`src/rtl/pirx_pkg.sv`:
```
// Package: shared constants, field layout and command types for the XOR block scan.
`default_nettype none

package pirx_pkg;

  // Store geometry
  localparam int MaxBlocks     = 1024;
  localparam int WordsPerBlock = 8;
  localparam int StoreWords    = MaxBlocks * WordsPerBlock;
  localparam int BlkIdxW       = $clog2(MaxBlocks);
  localparam int WordIdxW      = $clog2(WordsPerBlock);
  localparam int AddrW         = BlkIdxW + WordIdxW;

  // Field widths fixed by the interface
  localparam int OpW     = 2;
  localparam int WordW   = 64;
  localparam int SelW    = 8;
  localparam int BcntW   = 11;
  localparam int IdxOutW = 3;

  // Selection byte position, saturating one past the last block group
  localparam int PosLimit = (MaxBlocks + SelW - 1) / SelW;
  localparam int PosW     = $clog2(PosLimit + 1);
  localparam int SelBitW  = $clog2(SelW);
  localparam int BlkSelW  = PosW + SelBitW;
  localparam int CmpW     = (BlkSelW > BcntW) ? BlkSelW : BcntW;
  localparam int LimitW   = BcntW + WordIdxW;

  // Input word layout, lowest bit first
  localparam int InOpLo    = 0;
  localparam int InAddrLo  = InOpLo + OpW;
  localparam int InWdataLo = InAddrLo + AddrW;
  localparam int InSelLo   = InWdataLo + WordW;
  localparam int InFieldW  = InSelLo + SelW;
  localparam int InTdataW  = ((InFieldW + 7) / 8) * 8;

  // Output word layout, lowest bit first
  localparam int OutIdxLo  = WordW;
  localparam int OutFieldW = WordW + IdxOutW;
  localparam int OutTdataW = ((OutFieldW + 7) / 8) * 8;

  // Command queue
  localparam int QueueDepth = 2;
  localparam int QPtrW      = $clog2(QueueDepth);
  localparam int QCntW      = $clog2(QueueDepth + 1);

  typedef enum logic [OpW-1:0] {
    OP_WRITE = 2'd0,
    OP_QUERY = 2'd1,
    OP_READ  = 2'd2
  } opcode_e;

  // One classified command as it travels from front to back
  typedef struct packed {
    opcode_e            kind;
    logic [AddrW-1:0]   addr;
    logic [WordW-1:0]   wdata;
    logic [SelW-1:0]    sel;
    logic               last;
    logic               in_range;
  } cmd_t;

endpackage

`default_nettype wire

```
`src/rtl/pirx_front.sv`:
```
// Front end: takes input words, decodes the opcode and checks the address range.
`default_nettype none

module pirx_front (
  input  wire logic                          s_axis_tvalid_i,
  output      logic                          s_axis_tready_o,
  // opcode, word_address, write_data, select_byte
  input  wire logic [pirx_pkg::InTdataW-1:0] s_axis_tdata_i,
  // last_byte
  input  wire logic                          s_axis_tlast_i,
  input  wire logic [pirx_pkg::BcntW-1:0]    nblocks_i,
  input  wire logic                          full_i,
  output      logic                          push_o,
  output      pirx_pkg::cmd_t                push_cmd_o
);
  import pirx_pkg::*;

  logic [OpW-1:0]    opcode;
  logic [AddrW-1:0]  addr;
  logic [LimitW-1:0] limit;
  logic              known;
  opcode_e           kind;

  assign opcode = s_axis_tdata_i[InOpLo +: OpW];
  assign addr   = s_axis_tdata_i[InAddrLo +: AddrW];
  assign limit  = {nblocks_i, {WordIdxW{1'b0}}};

  // Classify; the unused opcode is taken and dropped
  always_comb begin
    known = 1'b1;
    case (opcode)
      OP_WRITE: kind = OP_WRITE;
      OP_QUERY: kind = OP_QUERY;
      OP_READ:  kind = OP_READ;
      default: begin
        kind  = OP_WRITE;
        known = 1'b0;
      end
    endcase
  end

  // Command fields in declaration order: kind, addr, wdata, sel, last, in_range
  assign push_cmd_o = {kind,
                       addr,
                       s_axis_tdata_i[InWdataLo +: WordW],
                       s_axis_tdata_i[InSelLo +: SelW],
                       s_axis_tlast_i,
                       (LimitW'(addr) < limit)};

  assign s_axis_tready_o = ~full_i;
  assign push_o          = s_axis_tvalid_i & ~full_i & known;

endmodule

`default_nettype wire

```
`config.mk`:
```
export PLATFORM = sky130hd
export DESIGN_NAME = pirx_front
export DESIGN_NICKNAME = d
export VERILOG_FILES = /design/src/rtl/pirx_pkg.sv /design/src/rtl/pirx_front.sv
export SDC_FILE = /design/constraint.sdc
export NUM_CORES = 1
export LEC_CHECK = 0
export ABC_AREA = 1
export ABC_CLOCK_PERIOD_IN_PS = 1600
export BUFFER_PORTS_ARGS = -buffer_cell sky130_fd_sc_hd__buf_2
export CORE_AREA = 8 8 69 71
export DETAILED_ROUTE_END_ITERATION = 16
export DIE_AREA = 0 0 77 79
export GPL_ROUTABILITY_DRIVEN = 0
export PLACE_DENSITY = 0.84
export SYNTH_ARGS = -nofsm -noshare
export SYNTH_HDL_FRONTEND = slang
export SYNTH_SLANG_ARGS = --single-unit
```
`constraint.sdc`:
```
create_clock -name vclk -period 1.6
set_input_delay 0.16 -clock vclk [all_inputs]
set_output_delay 0.16 -clock vclk [all_outputs]
set_load 0.05 [all_outputs]
```
==> flow_summary.ini, run 1 <==
[placed_design]
port_buffers = 40
placedInstanceArea_um2 = 559
dp_hpwl_um = 2010
post-place-ws_ns = 0.182

[grt]
antenna_found_initial = 0
grt_pass1_wl_um = 3080
grt-ovfl-total = 0
grt_start_max_net_pins = 4
gr-usage-all-layers = 0.0615
grt_pass1_vias = 583

[hold_path]
hold_end = push_cmd_o[19]
hold_depth = 0
hold_class = in -> out
hp-start = s_axis_tdata_i[24]

[sta]
tns_ns = 0
final.min_clock_period_ns = 1.41
rsz0062_at_grt = no
max-slew-margin-rel = 0.825
setup_violations = 0
hold_viol = 0
finalWorstSetupSlack_ns = 0.188
holdWs_ns = 0.320
slew_violations = 0
max_freq_mhz = 708
period_share = 0.883
worstMarginPinSlew_ns = 0.264

[critical_path]
crit_fanout = 2
cp-end-kind = output pin
required_ns = 1.44
cp.arrival_ns = 1.25
cp-start-kind = input pin
crit_type = in -> out

[logic_synthesis]
synthMuxAreaShare = 0
synthesis.area_um2 = 942
synth_cell_types = 8
synth_top_family_by_area = buffers and inverters
synth_compound_area_frac = 0.0292
synth-simple-area-share = 0.0943
synthXorXnorAreaFrac = 0
synth-adder-area-share = 0.120
ys_seq_area_frac = 0
syn-num-nets = 252
netlist_instances = 141
yosysWarnings = 0
avgSynthCellArea_um2 = 6.68

[floorplan]
core-area_um2 = 3800
io_pins = 193
start_util = 0.248
fp-row-count = 23
dieHeight_um = 79
die-area_um2 = 6080
die_x_um = 77

[pwr]
p_per_area_nw_per_um2 = 340
p_sw_frac = 0.678
peakVddDrop_mv = 0.0705
power_frac_seq = 0
intPower_mw = 0.0612
leakage_nw = 0.382
power_frac_comb = 1.000
power.share.clock = 0
p_total_mw = 0.190
power_switching_mw = 0.129

[detailed_routing]
drcViolationCount = 0
vias = 541
viasPerCell = 3.73
wl_per_cell_um = 15.0
drtIter0Drc = 3
drt_first_pass_iters = 2
drtAntennaViolNets = 0
wirelength_um = 2170

[clock_tree]
postCtsSetupRepairBufs = 0
ctsHoldBuffers = 0
cts_resized = 0

[cells_and_area]
drive_above_1_share = 0.432
fillers = 447
flops_and_latches = 0
final_area_um2 = 559
clockBufferCount = 0
num_antenna_cells = 0
areaGrowthSynthToFinish_pct = -40.6
multiInputGateArea_um2 = 229
final_nets = 208
seq_area_um2 = 0

[flow_run]
cap_viol_max_count = 0

[status]
status = complete, no violations
## metal layers
| metal | up-vias | global-route usage | share of wire |
|---|---|---|---|
| met3 | 32 | 0.0734 | 0.25 |
| met2 | 79 | 0.0986 | 0.44 |
| met1 | 189 | 0.0333 | 0.22 |
| met4 | 0 | 0.0547 | 0.084 |
| li1 | 241 | - | - |
| met5 | - | 0 | 0 |
## worst max-delay path: stages
cell	delay [ns]
buf_2	0.10
ha_1	0.30
a21o_1	0.18
nor2_1	0.10
nor2_1	0.04
nor2_1	0.09
buf_2	0.27
## power by group through the flow
stage | Clock (mW) | Combinational, mW | Sequential, mW
floorplan | 0 | 0.657 | 0
global placement | 0 | 0.189 | 0
detailed placement | 0 | 0.193 | 0
CTS | 0 | 0.194 | 0
global route | 0 | 0.211 | 0
finish | 0 | 0.190 | 0
## synth_stat cells
library cell	n	area, um^2
buf_4	86	646
a21oi_1	4	20.0
ha_1	9	113
inv_1	18	67.6
nor2_1	8	30.0
nand2_1	14	52.6
nor2_2	1	6.26
a21o_1	1	7.51
## logic make-up after synthesis
logic type | count (synthesis)
buf+inv | 104
simple gates | 23
compound gates | 5
fa+ha+maj | 9
## area by class of cell
type | count | area share
multi-input cells | 37 | 0.409
repair buffers | 40 | 0.358
inverters | 18 | 0.121
well taps | 50 | 0.112
## worst max-delay path by stage
stage | start | slack, ns | endpoint | depth (start not counted)
finish | s_axis_tdata_i[7] | 0.19 | push_cmd_o[0] | 7
global route | s_axis_tdata_i[11] | 0.09 | push_cmd_o[0] | 8
CTS | s_axis_tdata_i[11] | 0.18 | push_cmd_o[0] | 10
detailed placement | s_axis_tdata_i[11] | 0.18 | push_cmd_o[0] | 10
global placement | s_axis_tdata_i[7] | 0.20 | push_cmd_o[0] | 7
floorplan | nblocks_i[2] | 0.02 | push_cmd_o[0] | 6
## cell usage in the layout (no fill, tap or decap)
cell type / n
nor2_1: 8
a21o_1: 1
ha_1: 9
inv_1: 18
nand2_1: 14
buf_2: 40
nor2_2: 1
a21oi_1: 4
## metrics by stage
stage                util  std cells
detailed placement  0.147        145
floorplan               -        141
global placement    0.147        145
global route        0.147        145
finish              0.147        145
CTS                 0.147        145
No activity file was read; power rests on OpenSTA's default activity.
==> inputs of run 2 (changes only) <==
- CORE_AREA: 8 8 69 71 -> unset
- CORE_MARGIN: unset -> 10
- CORE_UTILIZATION: unset -> 28
- DIE_AREA: 0 0 77 79 -> unset
- PLACE_DENSITY: 0.84 -> 0.91
==> flow_summary.ini, run 2 (synthesized netlist as in run 1, its figures left out) <==
[grt]
met1_usage = 0.0292
gr-usage-met3 = 0.0622
top_usage_layer = met2
gr-usage-all-layers = 0.0562
grt_start_max_net_pins = 4
grt_pass1_wl_um = 2870
grt-ovfl-total = 0
antenna_found_initial = 0
grtUsageMet2 = 0.0904
grt_pass1_vias = 580

[hold_path]
hold_depth = 0
hp-start = s_axis_tdata_i[46]
hold_end = push_cmd_o[41]
hold_class = in -> out

[pwr]
leakage_nw = 0.382
peakVddDrop_mv = 0.0605
p_per_area_nw_per_um2 = 341

[sta]
max_freq_mhz = 701
holdWs_ns = 0.320
final.min_clock_period_ns = 1.43
setup_violations = 0
worstMarginPinSlew_ns = 0.260
rsz0062_at_grt = no
finalWorstSetupSlack_ns = 0.173
hold_viol = 0
tns_ns = 0
max-slew-margin-rel = 0.828
slew_violations = 0
period_share = 0.892

[critical_path]
cp-end-kind = output pin
cp-start-kind = input pin
crit_type = in -> out
required_ns = 1.44
crit_fanout = 2
cp.arrival_ns = 1.27

[placed_design]
post-place-ws_ns = 0.148
placedInstanceArea_um2 = 554
port_buffers = 40
dp_hpwl_um = 1870

[cells_and_area]
final_nets = 208
seq_area_um2 = 0
layout_common_cells = buf_2, inv_1, nand2_1
areaGrowthSynthToFinish_pct = -41.2
drive_above_1_share = 0.432
num_antenna_cells = 0
layout_commonest_cell = buf_2
clockBufferCount = 0
final_area_um2 = 554
flops_and_latches = 0

[floorplan]
io_pins = 193
core-area_um2 = 3280
start_util = 0.287
fp-row-count = 21
die_x_um = 78.0
dieHeight_um = 78.0
die-area_um2 = 6080

[detailed_routing]
drtIter0Drc = 2
viasPerCell = 3.87
wl_per_cell_um = 14.7
drcViolationCount = 0
drt_first_pass_iters = 2
drtAntennaViolNets = 0
vias = 546
wirelength_um = 2070

[status]
status = complete, no violations

[flow_run]
cap_viol_max_count = 0

[clock_tree]
ctsHoldBuffers = 0
cts_resized = 0
postCtsSetupRepairBufs = 0
run 2: cell counts in the layout (fill, tap and decap cells not counted):
No cell type changed its count.
run 2: worst max path at each step:
| stage | start | end | cells past startpoint |
|---|---|---|---|
| after global placement | s_axis_tdata_i[11] | push_cmd_o[0] | 8 |
| after detailed placement | s_axis_tdata_i[11] | push_cmd_o[0] | 10 |
| after global routing | s_axis_tdata_i[11] | push_cmd_o[0] | 10 |
| final | s_axis_tdata_i[11] | push_cmd_o[0] | 10 |
| after CTS | s_axis_tdata_i[11] | push_cmd_o[0] | 10 |
| after floorplan | nblocks_i[2] | push_cmd_o[0] | 6 |
run 2: layout make-up:
cell class                      instances  area, um^2
Fill cell                             375        2730
Timing Repair Buffer                   40         200
Inverter                               18        67.6
Multi-Input combinational cell         37         229
Tap cell                               46        57.6
run 2: power by group:
part | internal [mW] | switching [mW]
sequential | 0 | 0
clock | 0 | 0
combinational | 0.0607 | 0.129
run 2: worst max-delay path, cell delays in order:
cell and delay, ns:
buf_2 0.10, ha_1 0.30, nand2_1 0.09, inv_1 0.04
nand2_1 0.05, nand2_1 0.06, nand2_1 0.06, nand2_1 0.04
nor2_1 0.09, buf_2 0.27
run 2: stage by stage:
stage,std cells,power [mW],utilization
floorplan,141,0.657,-
global placement,141,0.190,0.169
detailed placement,141,0.193,0.169
CTS,141,0.194,0.169
global route,141,0.209,0.169
finish,141,0.189,0.169
run 2: routing by layer:
layer	part of all wire	wire, um
met5	0	0
met2	0.42	862
met3	0.25	510
met1	0.25	514
met4	0.088	182
