==> config.mk <==
export PLATFORM = sky130hd
export DESIGN_NAME = pirx_queue
export DESIGN_NICKNAME = d
export VERILOG_FILES = /design/src/rtl/pirx_pkg.sv /design/src/rtl/pirx_queue.sv
export SDC_FILE = /design/constraint.sdc
export NUM_CORES = 1
export LEC_CHECK = 0
export BUFFER_PORTS_ARGS = -buffer_cell sky130_fd_sc_hd__buf_4
export CAP_MARGIN = 20
export CORE_ASPECT_RATIO = 1.75
export CORE_MARGIN = 2
export CORE_UTILIZATION = 56
export CTS_CLUSTER_SIZE = 20
export DETAILED_ROUTE_END_ITERATION = 8
export PLACE_DENSITY = 0.85
export SLEW_MARGIN = 10
export SYNTH_ARGS = -nofsm -noshare
export SYNTH_HDL_FRONTEND = slang
export SYNTH_SLANG_ARGS = --single-unit
export TNS_END_PERCENT = 5
==> constraint.sdc <==
create_clock -name clk_i -period 12.4 [get_ports clk_i]
set_clock_uncertainty 0.05 [all_clocks]
set_input_delay 2.48 -clock clk_i [delete_from_list [all_inputs] [get_ports clk_i]]
set_output_delay 2.48 -clock clk_i [all_outputs]
set_load 0.05 [all_outputs]
==> src/rtl/pirx_pkg.sv <==
// Package: shared constants, field layout and command types for the XOR block scan.
`default_nettype none

package pirx_pkg;

  // Store geometry
  localparam int MaxBlocks     = 1024;
  localparam int WordsPerBlock = 8;
  localparam int StoreWords    = MaxBlocks * WordsPerBlock;
  localparam int BlkIdxW       = $clog2(MaxBlocks);
  localparam int WordIdxW      = $clog2(WordsPerBlock);
  localparam int AddrW         = BlkIdxW + WordIdxW;

  // Field widths fixed by the interface
  localparam int OpW     = 2;
  localparam int WordW   = 64;
  localparam int SelW    = 8;
  localparam int BcntW   = 11;
  localparam int IdxOutW = 3;

  // Selection byte position, saturating one past the last block group
  localparam int PosLimit = (MaxBlocks + SelW - 1) / SelW;
  localparam int PosW     = $clog2(PosLimit + 1);
  localparam int SelBitW  = $clog2(SelW);
  localparam int BlkSelW  = PosW + SelBitW;
  localparam int CmpW     = (BlkSelW > BcntW) ? BlkSelW : BcntW;
  localparam int LimitW   = BcntW + WordIdxW;

  // Input word layout, lowest bit first
  localparam int InOpLo    = 0;
  localparam int InAddrLo  = InOpLo + OpW;
  localparam int InWdataLo = InAddrLo + AddrW;
  localparam int InSelLo   = InWdataLo + WordW;
  localparam int InFieldW  = InSelLo + SelW;
  localparam int InTdataW  = ((InFieldW + 7) / 8) * 8;

  // Output word layout, lowest bit first
  localparam int OutIdxLo  = WordW;
  localparam int OutFieldW = WordW + IdxOutW;
  localparam int OutTdataW = ((OutFieldW + 7) / 8) * 8;

  // Command queue
  localparam int QueueDepth = 2;
  localparam int QPtrW      = $clog2(QueueDepth);
  localparam int QCntW      = $clog2(QueueDepth + 1);

  typedef enum logic [OpW-1:0] {
    OP_WRITE = 2'd0,
    OP_QUERY = 2'd1,
    OP_READ  = 2'd2
  } opcode_e;

  // One classified command as it travels from front to back
  typedef struct packed {
    opcode_e            kind;
    logic [AddrW-1:0]   addr;
    logic [WordW-1:0]   wdata;
    logic [SelW-1:0]    sel;
    logic               last;
    logic               in_range;
  } cmd_t;

endpackage

`default_nettype wire

==> src/rtl/pirx_queue.sv <==
// Short command queue between front end and back end.
`default_nettype none

module pirx_queue (
  input  wire logic           clk_i,
  input  wire logic           rst_ni,
  input  wire logic           push_i,
  input  wire pirx_pkg::cmd_t push_cmd_i,
  output      logic           full_o,
  input  wire logic           pop_i,
  output      pirx_pkg::cmd_t head_o,
  output      logic           head_vld_o
);
  import pirx_pkg::*;

  cmd_t             entry_q [QueueDepth];
  logic [QPtrW-1:0] wr_ptr_q, wr_ptr_d;
  logic [QPtrW-1:0] rd_ptr_q, rd_ptr_d;
  logic [QCntW-1:0] cnt_q, cnt_d;

  assign full_o     = (cnt_q == QCntW'(QueueDepth));
  assign head_vld_o = (cnt_q != '0);
  assign head_o     = entry_q[rd_ptr_q];

  // Pointer and fill count
  always_comb begin
    wr_ptr_d = wr_ptr_q;
    rd_ptr_d = rd_ptr_q;
    cnt_d    = cnt_q;
    if (push_i) begin
      wr_ptr_d = (wr_ptr_q == QPtrW'(QueueDepth - 1)) ? '0 : wr_ptr_q + 1'b1;
    end
    if (pop_i) begin
      rd_ptr_d = (rd_ptr_q == QPtrW'(QueueDepth - 1)) ? '0 : rd_ptr_q + 1'b1;
    end
    if (push_i && !pop_i) begin
      cnt_d = cnt_q + 1'b1;
    end else if (pop_i && !push_i) begin
      cnt_d = cnt_q - 1'b1;
    end
  end

  always_ff @(posedge clk_i or negedge rst_ni) begin
    if (!rst_ni) begin
      wr_ptr_q <= '0;
      rd_ptr_q <= '0;
      cnt_q    <= '0;
    end else begin
      wr_ptr_q <= wr_ptr_d;
      rd_ptr_q <= rd_ptr_d;
      cnt_q    <= cnt_d;
    end
  end

  // Entry storage
  always_ff @(posedge clk_i) begin
    if (push_i) begin
      entry_q[wr_ptr_q] <= push_cmd_i;
    end
  end

endmodule

`default_nettype wire

==> results_dict.tcl, run 1 <==
set metrics [dict create \
    slew-limit-headroom_pct 59.37 \
    synthTopCellsByCount "edfxtp_1, mux2_2, clkbuf_8, dfrtp_1, xor2_1" \
    drive_gt1_share_pct 61.55 \
    fmax_mhz 218.2 \
    netlist_instances 293 \
    slew_viol_final 0 \
    coreArea_mm2 0.01158 \
    drt_wl_total_um 12620 \
    power.density_mw_per_mm2 269.4 \
    synth-main-ff-cell "edfxtp_1" \
    hp-class "reg2reg" \
    worst_path_max_delay_cell "dfrtp_4" \
    ys_warn_count 0 \
    boundaryPins 184 \
    num_vias 3423 \
    place.gp.congestion 0.7387 \
    period_share_pct 36.96 \
    placedCellCount 604 \
    start_util_pct 57.61 \
    synth-edff-count 178 \
    setup_tns_ns 0 \
    grt_max_degree 91 \
    path_class "reg2out" \
    netlist.area_leader.share_pct 80.12 \
    yosysTopAreaCell "edfxtp_1" \
    cts.sinks 182 \
    cp-start-kind "flip-flop" \
    ctsResizeCount 0 \
    cts_tree "done" \
    grt_pass1_vias 3733 \
    insertion_delay_ns 0.42 \
    setup_viol 0 \
    rsz0062_at_grt "false" \
    first_pass_iters 4 \
    nets 583 \
    syn-cell-area_mm2 0.006671 \
    max-cap-violations 0 \
    area_growth_pct 30.27 \
    ant_nets 0 \
    h-tree-depth 4 \
    antenna_cells 0 \
    yosysSeqAreaShare_pct 81.62 \
    die_w_um 86.51 \
    synthDistinctLibCells 13 \
    clk_pin_slew_ns 0.07 \
    ctsHoldBuffers 0 \
    status "finished, final reports clean" \
    portBuffers 183 \
    p_leak_nw 3.285 \
    clk_path_buf_depth 2 \
    wl_per_cell_um 19.82 \
    rows 52 \
    grt_util_all_layers_pct 20.42 \
    synthTopCellsByArea "edfxtp_1, mux2_2, clkbuf_8, dfrtp_1, xor2_1" \
    async_flop_share_pct 2.198 \
    first_iter_violations 147 \
    grt_first_pass_wirelength_um 18930 \
    critPathArrivalTime_ns 2.05 \
    synth_nets 387 \
    worst_slew_pin_slew_ns 0.6094 \
    endpoint_kind "output pin" \
    grt_overflow 0 \
    synth.avg_cell_area_um2 22.77 \
    yosysMostFrequentCell "edfxtp_1" \
    antenna_found_initial 0 \
    dieArea_mm2 0.01284 \
    vdd_drop_max_mv 0.1610 \
    final_cells 637 \
    ctsRootBufferMaster "clkbuf_16" \
    r2r_slack_ns 10.35 \
    die_h_um 148.4 \
    cpPeakStageDelay_ns 0.66 \
    cts_setup_buffers 0 \
    dpl.hpwl_um 8533 \
    cts_buffers 17 \
    critical_path_peak_fanout 65 \
    crit_chain "buf_16, mux2_2, buf_4" \
    drc 0 \
    hold_violations 0 \
    worstPathRequired_ns 9.87 \
    synth_seq_cells 182 \
    vias_per_cell 5.374 \
    period_minus_slack_ns 4.583 \
]
-- per-stage QoR --
step | total power, W | hold WS, ns | utilization [%] | setup WS [ns] | instance area (um2)
5_1_grt | 0.002424 | 0.4751 | 75.04 | 7.727 | 8691
2_1_floorplan | 0.001614 | 0.3974 | - | 5.440 | 6671
4_1_cts | 0.002357 | 0.4345 | 74.81 | 7.524 | 8663
3_3_place_gp | 0.001841 | 0.4170 | 70.07 | 8.002 | 8115
3_5_place_dp | 0.001861 | 0.4240 | 70.07 | 7.991 | 8115
6_report | 0.002341 | 0.4352 | 75.04 | 7.817 | 8691
-- area by class of cell --
class / count / area, um2
clock buffer: 17 / 425.4
clock inverter: 15 / 122.6
fill: 687 / 2890
inverter: 1 / 3.754
multi-input combinational: 100 / 1097
sequential: 182 / 5449
tap: 135 / 168.9
timing repair buffer: 187 / 1424
-- cells in the final DEF (no fill, tap or decap) --
master      count
buf_4         186
edfxtp_1      178
mux2_2         89
clkbuf_16      17
xor2_1          4
inv_8           4
clkinv_1        3
clkinvlp_4      3
inv_6           3
dfrtp_1         3
clkinv_4        2
inv_1           1
or2_2           1
nor2b_1         1
and2_4          1
nor2b_4         1
xnor2_1         1
nor2_1          1
ha_1            1
buf_16          1
dfrtp_4         1
-- power by group --
part	switching [W]	total [W]	internal (W)	leakage (nW)
clock network	0.000231	0.000493	0.000262	0.261
logic	0.000659	0.000984	0.000325	1.31
registers	0.0000469	0.000864	0.000818	1.72
-- routing by layer --
metal	track usage, %	vias up	part of all wire, %
li1	-	1554	-
met1	20.04	1684	32
met2	35.62	145	56
met3	7.381	40	6.4
met4	12.50	0	5.6
met5	0	-	0
-- path summary, 6_finish.rpt --
path,start,endpoint,depth (start not counted)
max,rd_ptr_q$_DFFE_PN0P_,head_o[43],3
min,cnt_q[1]$_DFFE_PN0P_,cnt_q[1]$_DFFE_PN0P_,1
max reg2reg,wr_ptr_q$_DFFE_PN0P_,entry_q[1][46]$_DFFE_PP_,2
min reg2reg,cnt_q[1]$_DFFE_PN0P_,cnt_q[1]$_DFFE_PN0P_,1
max in group asynchronous,rst_ni,rd_ptr_q$_DFFE_PN0P_,1
min in group asynchronous,rst_ni,cnt_q[0]$_DFFE_PN0P_,1
-- worst max-delay path, delay by kind of cell (launching register included) --
kind,cells,cell delay [ns]
buffers and inverters,2,0.53
flip-flops,1,0.66
multiplexers,1,0.40
-- state kept, by name, indices dropped and copies added, names as in the netlist --
register,cells
wr_ptr_q,1
cnt_q,2
entry_q,178
rd_ptr_q,1
-- cell families after synthesis --
logic type / Yosys count / synth area share [%]
XOR/XNOR: 5 / 0.6564
adder cells (fa/ha/maj): 1 / 0.1875
buffers and inverters: 11 / 2.082
flip-flops: 182 / 81.62
multiplexers: 89 / 15.02
AND/OR/NAND/NOR: 5 / 0.4314
(Power assumes the default switching activity.)
==> run 2, diff against run 1 <==
--- a/config.mk
+++ b/config.mk
@@ -9,10 +9,10 @@
 export CAP_MARGIN = 20
 export CORE_ASPECT_RATIO = 1.75
 export CORE_MARGIN = 2
-export CORE_UTILIZATION = 56
+export CORE_UTILIZATION = 52
 export CTS_CLUSTER_SIZE = 20
 export DETAILED_ROUTE_END_ITERATION = 8
-export PLACE_DENSITY = 0.85
+export PLACE_DENSITY = 0.79
 export SLEW_MARGIN = 10
 export SYNTH_ARGS = -nofsm -noshare
 export SYNTH_HDL_FRONTEND = slang
==> constraint.sdc (replaced) <==
create_clock -name clk_i -period 4.4 [get_ports clk_i]
set_clock_uncertainty 0.05 [all_clocks]
set_input_delay 0.88 -clock clk_i [delete_from_list [all_inputs] [get_ports clk_i]]
set_output_delay 0.88 -clock clk_i [all_outputs]
set_load 0.05 [all_outputs]
==> run 2 against run 1 <==
Critical path depth unchanged. Clock power increased to 2.9 times the previous value. First-iteration DRC count increased by 3.4%. Cell count increased by 5.3%.
==> results_dict.tcl, run 2 (synthesized netlist as in run 1, its figures left out) <==
set metrics [dict create \
    place.gp.congestion 0.7567 \
    layout_common_cells "buf_4, edfxtp_1, mux2_2" \
    fillers 844 \
    first_iter_violations 152 \
    portBuffers 183 \
    power_w 0.006662 \
    max-cap-violations 0 \
    endpoint_kind "output pin" \
    largest_register "entry_q" \
    grt_first_pass_wirelength_um 18410 \
    power.density_mw_per_mm2 757.2 \
    grt_util_all_layers_pct 18.45 \
    cts_buffers 17 \
    p_leak_nw 3.314 \
    setup_viol 0 \
    hp-class "in2async" \
    p_clk_share_pct 21.6 \
    pwr-share-comb_pct 41.4 \
    setup_tns_ns 0 \
    nets 584 \
    path_class "reg2out" \
    pre_cts_ws_ns 1.570 \
    dieArea_mm2 0.01379 \
    vias_per_cell 5.036 \
    worstPathRequired_ns 3.47 \
    grt_max_degree 91 \
    insertion_delay_ns 0.41 \
    cts.sinks 182 \
    cp-start-kind "flip-flop" \
    first_pass_iters 4 \
    drc 0 \
    rsz0062_at_grt "false" \
    setup_ws_ns 1.283 \
    switching_share_pct 39.55 \
    internal_power_w 0.004027 \
    hold_violations 0 \
    num_vias 3379 \
    largest_reg_flops 178 \
    slew-limit-headroom_pct 57.16 \
    boundaryPins 184 \
    cts_tree "done" \
    drt_wl_total_um 12420 \
    cts_setup_buffers 0 \
    whs_ns 0.2028 \
    worst_slew_pin_slew_ns 0.6427 \
    h-tree-depth 4 \
    grt_pass1_vias 3652 \
    final_common_cell "buf_4" \
    critical_path_peak_fanout 46 \
    antenna_found_initial 0 \
    vdd_drop_max_mv 0.4754 \
    biggestRegsByFlops "entry_q x178, cnt_q x2" \
    final_core_util_pct 70.39 \
    crit_chain "buf_12, mux2_2, buf_4" \
    fmax_mhz 320.9 \
    grt_overflow 0 \
    worst_path_max_delay_cell "dfrtp_4" \
    start_util_pct 53.37 \
    rows 54 \
    slew_viol_final 0 \
    die_h_um 153.8 \
    ctsHoldBuffers 0 \
    critPathArrivalTime_ns 2.19 \
    coreArea_mm2 0.01250 \
    antenna_cells 0 \
    status "finished, final reports clean" \
    cpPeakStageDelay_ns 0.82 \
    drive_gt1_share_pct 62.03 \
    wl_per_cell_um 18.51 \
    die_w_um 89.62 \
    period_minus_slack_ns 3.117 \
    dpl.hpwl_um 8101 \
    clk_pin_slew_ns 0.06 \
    ctsRootBufferMaster "clkbuf_16" \
    clk_path_buf_depth 2 \
    seqPwrFrac_pct 37.0 \
    area_growth_pct 31.88 \
    power.switching_w 0.002635 \
    period_share_pct 70.83 \
    ant_nets 0 \
    ctsResizeCount 0 \
    ff2ff_path_depth 3 \
]
## run 2: cell count changes in the layout (fill, tap and decap cells not counted), sizes merged
cell,previous run,this run
clkinv,5,7
inv,8,5
buf,187,188
bufinv,0,1
## run 2: through the flow
step | cell area (um2) | std cells
global route | 8798 | 671
global placement | 8149 | 636
CTS | 8723 | 668
floorplan | 6674 | 293
detailed placement | 8149 | 636
finish | 8798 | 671
## run 2: layout make-up
class / count / area [um2] / area share [%]
clock buffer: 17 / 425.4 / 4.835
clock inverter: 15 / 148.9 / 1.692
inverter: 1 / 3.754 / 0.04266
multi-input combinational: 100 / 1097 / 12.47
sequential: 182 / 5449 / 61.93
tap: 168 / 210.2 / 2.389
timing repair buffer: 188 / 1464 / 16.64
## run 2: final timing paths
check                                      endpoint  slack, ns                 start
max                                      head_o[72]       1.28  rd_ptr_q$_DFFE_PN0P_
min                            wr_ptr_q$_DFFE_PN0P_       0.20                rst_ni
max reg2reg                entry_q[0][46]$_DFFE_PP_       2.68  wr_ptr_q$_DFFE_PN0P_
min reg2reg                    cnt_q[1]$_DFFE_PN0P_       0.45  cnt_q[1]$_DFFE_PN0P_
max in group asynchronous      rd_ptr_q$_DFFE_PN0P_       3.98                rst_ni
min in group clk_i             cnt_q[1]$_DFFE_PN0P_       0.45  cnt_q[1]$_DFFE_PN0P_
## run 2: per-layer routing
metal,GRT usage [%],wire length [um]
met1,18.82,4271
met2,32.28,7018
met3,6.227,716
met4,9.168,417
met5,0,0
## run 2: power by group through the flow
stage	sequential (W)	combinational [W]	clock, W
final	0.00246	0.00276	0.00144
after global routing	0.00250	0.00287	0.00154
after CTS	0.00256	0.00266	0.00147
after detailed placement	0.00259	0.00266	0
after global placement	0.00256	0.00263	0
after floorplan	0.00241	0.00212	0
## run 2: worst max-delay path: cells and delay by family (launching register included)
family	cells	cell delay, ns
flip-flops	1	0.82
buffers and inverters	2	0.52
multiplexers	1	0.38
==> run 3, diff against run 2 <==
--- a/config.mk
+++ b/config.mk
@@ -9,10 +9,10 @@
 export CAP_MARGIN = 20
 export CORE_ASPECT_RATIO = 1.75
 export CORE_MARGIN = 2
-export CORE_UTILIZATION = 52
+export CORE_UTILIZATION = 47
 export CTS_CLUSTER_SIZE = 20
 export DETAILED_ROUTE_END_ITERATION = 8
-export PLACE_DENSITY = 0.79
+export PLACE_DENSITY = 0.76
 export SLEW_MARGIN = 10
 export SYNTH_ARGS = -nofsm -noshare
 export SYNTH_HDL_FRONTEND = slang
==> constraint.sdc (replaced) <==
create_clock -name clk_i -period 2.6 [get_ports clk_i]
set_clock_uncertainty 0.05 [all_clocks]
set_input_delay 0.52 -clock clk_i [delete_from_list [all_inputs] [get_ports clk_i]]
set_output_delay 0.52 -clock clk_i [all_outputs]
set_load 0.05 [all_outputs]
==> run 3 against run 2 <==
Sequential power grew 65%. Non-clock buffer count grew 3. Core utilization shrank 6.9 points. First-iteration DRC count shrank 19%. Flip-flop and latch count is the same.
==> results_dict.tcl, run 3 (synthesized netlist as in run 1, its figures left out) <==
set metrics [dict create \
    ant_nets 0 \
    cts_buffers 17 \
    hold_violations 0 \
    r2r_slack_ns 1.05 \
    r2r-start "wr_ptr_q$_DFFE_PN0P_" \
    worst_r2r_endpoint "entry_q[1][33]$_DFFE_PP_" \
    hp-class "in2reg" \
    final_common_cell "buf_4" \
    biggestRegsByFlops "entry_q x178, cnt_q x2" \
    layout_common_cells "buf_4, edfxtp_1, mux2_2" \
    critical_path_peak_fanout 44 \
    wl_per_cell_um 18.42 \
    period_share_pct 87.67 \
    boundaryPins 184 \
    nets 587 \
    fin_area_mm2 0.008831 \
    cts_tree "done" \
    cp-start-kind "flip-flop" \
    holdCritStartpoint "push_cmd_i[15]" \
    grt_util_all_layers_pct 16.87 \
    ff2ff_path_depth 2 \
    area_growth_pct 32.37 \
    portBuffers 183 \
    h-tree-depth 4 \
    slew_viol_final 0 \
    grt_overflow 0 \
    num_vias 3395 \
    die_h_um 161.6 \
    crit_buf_inv 2 \
    cts_setup_buffers 0 \
    period_minus_slack_ns 2.279 \
    rsz0062_at_grt "false" \
    insertion_delay_ns 0.41 \
    start_util_pct 47.97 \
    ctsRootBufferMaster "clkbuf_16" \
    grt_first_pass_wirelength_um 18800 \
    ctsHoldBuffers 1 \
    critPathArrivalTime_ns 1.71 \
    slew-limit-headroom_pct 58.04 \
    drt_wl_total_um 12540 \
    antenna_found_initial 0 \
    placed_cell_area_mm2 0.008248 \
    first_pass_iters 4 \
    hold_depth 1 \
    placedCellCount 650 \
    cts.sinks 182 \
    worst_slew_pin_slew_ns 0.6293 \
    coreArea_mm2 0.01391 \
    dieArea_mm2 0.01520 \
    largest_register "entry_q" \
    path_depth 3 \
    clk_pin_slew_ns 0.07 \
    largest_reg_flops 178 \
    vdd_drop_max_mv 0.9421 \
    dpl.hpwl_um 8630 \
    status "finished, final reports clean" \
    vias_per_cell 4.985 \
    power.density_mw_per_mm2 1284 \
    path_class "reg2out" \
    antenna_cells 0 \
    setup_viol 0 \
    crit_chain "buf_12, mux2_2, buf_4" \
    first_iter_violations 123 \
    final_cells 681 \
    cpPeakStageDelay_ns 0.45 \
    fmax_mhz 438.7 \
    drc 0 \
    max-cap-violations 0 \
    drive_gt1_share_pct 61.90 \
    place.gp.congestion 0.7488 \
    p_leak_nw 3.316 \
    power_w 0.01134 \
    grt_max_degree 47 \
    endpoint_kind "output pin" \
    worst_path_max_delay_cell "dfrtp_4" \
    rows 57 \
    grt_pass1_vias 3756 \
    path_delay_family "flip-flops" \
    ctsResizeCount 0 \
    die_w_um 94.06 \
    clk_path_buf_depth 2 \
    worstPathRequired_ns 2.03 \
    holdPathEnd "entry_q[1][15]$_DFFE_PP_" \
]
==> run 3: changes by cell type in the layout (fill, tap and decap cells not counted), moves of 2 or more <==
cell	before	now
clkinvlp_4	3	5
clkinv_4	3	1
buf_16	2	0
clkinv_2	2	0
buf_12	1	4
==> run 3: where the power goes <==
group          switching (W)  total, W  internal (W)
clock                0.00105   0.00248       0.00142
sequential          0.000152   0.00405       0.00390
combinational        0.00321   0.00481       0.00160
total                0.00442    0.0113       0.00692
==> run 3: how the worst max path moves through the flow <==
| stage | startpoint | end |
|---|---|---|
| 3_5_place_dp | rd_ptr_q$_DFFE_PN0P_ | head_o[37] |
| 6_report | rd_ptr_q$_DFFE_PN0P_ | head_o[72] |
| 5_1_grt | rd_ptr_q$_DFFE_PN0P_ | head_o[72] |
| 3_3_place_gp | rd_ptr_q$_DFFE_PN0P_ | head_o[37] |
| 4_1_cts | rd_ptr_q$_DFFE_PN0P_ | head_o[37] |
| 2_1_floorplan | push_i | entry_q[1][0]$_DFFE_PP_ |
==> run 3: cell type report <==
type,count,area (um2)
tap,177,221.5
fill,1005,5076
sequential,182,5449
inverter,1,3.754
timing repair buffer,191,1486
clock buffer,18,429.2
multi-input combinational,100,1097
clock inverter,12,143.9
==> run 3: through the flow <==
| step | utilization [%] | setup slack [ns] | TNS [ns] | hold WS [ns] |
|---|---|---|---|---|
| after floorplan | - | -0.4830 | -42.98 | 0.1744 |
| after global placement | 59.31 | 0.7371 | 0 | 0.2722 |
| after detailed placement | 59.31 | 0.7336 | 0 | 0.2733 |
| after CTS | 63.50 | 0.2738 | 0 | 0.2217 |
| after global routing | 63.50 | 0.2496 | 0 | 0.2090 |
| final | 63.50 | 0.3207 | 0 | 0.2425 |
==> run 3: per-layer routing <==
layer | up-vias | routed length (um) | GRT usage, %
met1 | 1677 | 4118 | 15.89
met5 | - | 0 | 0
li1 | 1558 | - | -
met3 | 34 | 547 | 4.524
met4 | 0 | 571 | 9.157
met2 | 126 | 7304 | 31.82
==> run 3: worst register-to-register path, cell delays in order, from the launching register on <==
cell     delay [ns]
dfrtp_1        0.43
and2_4         0.42
buf_4          0.34
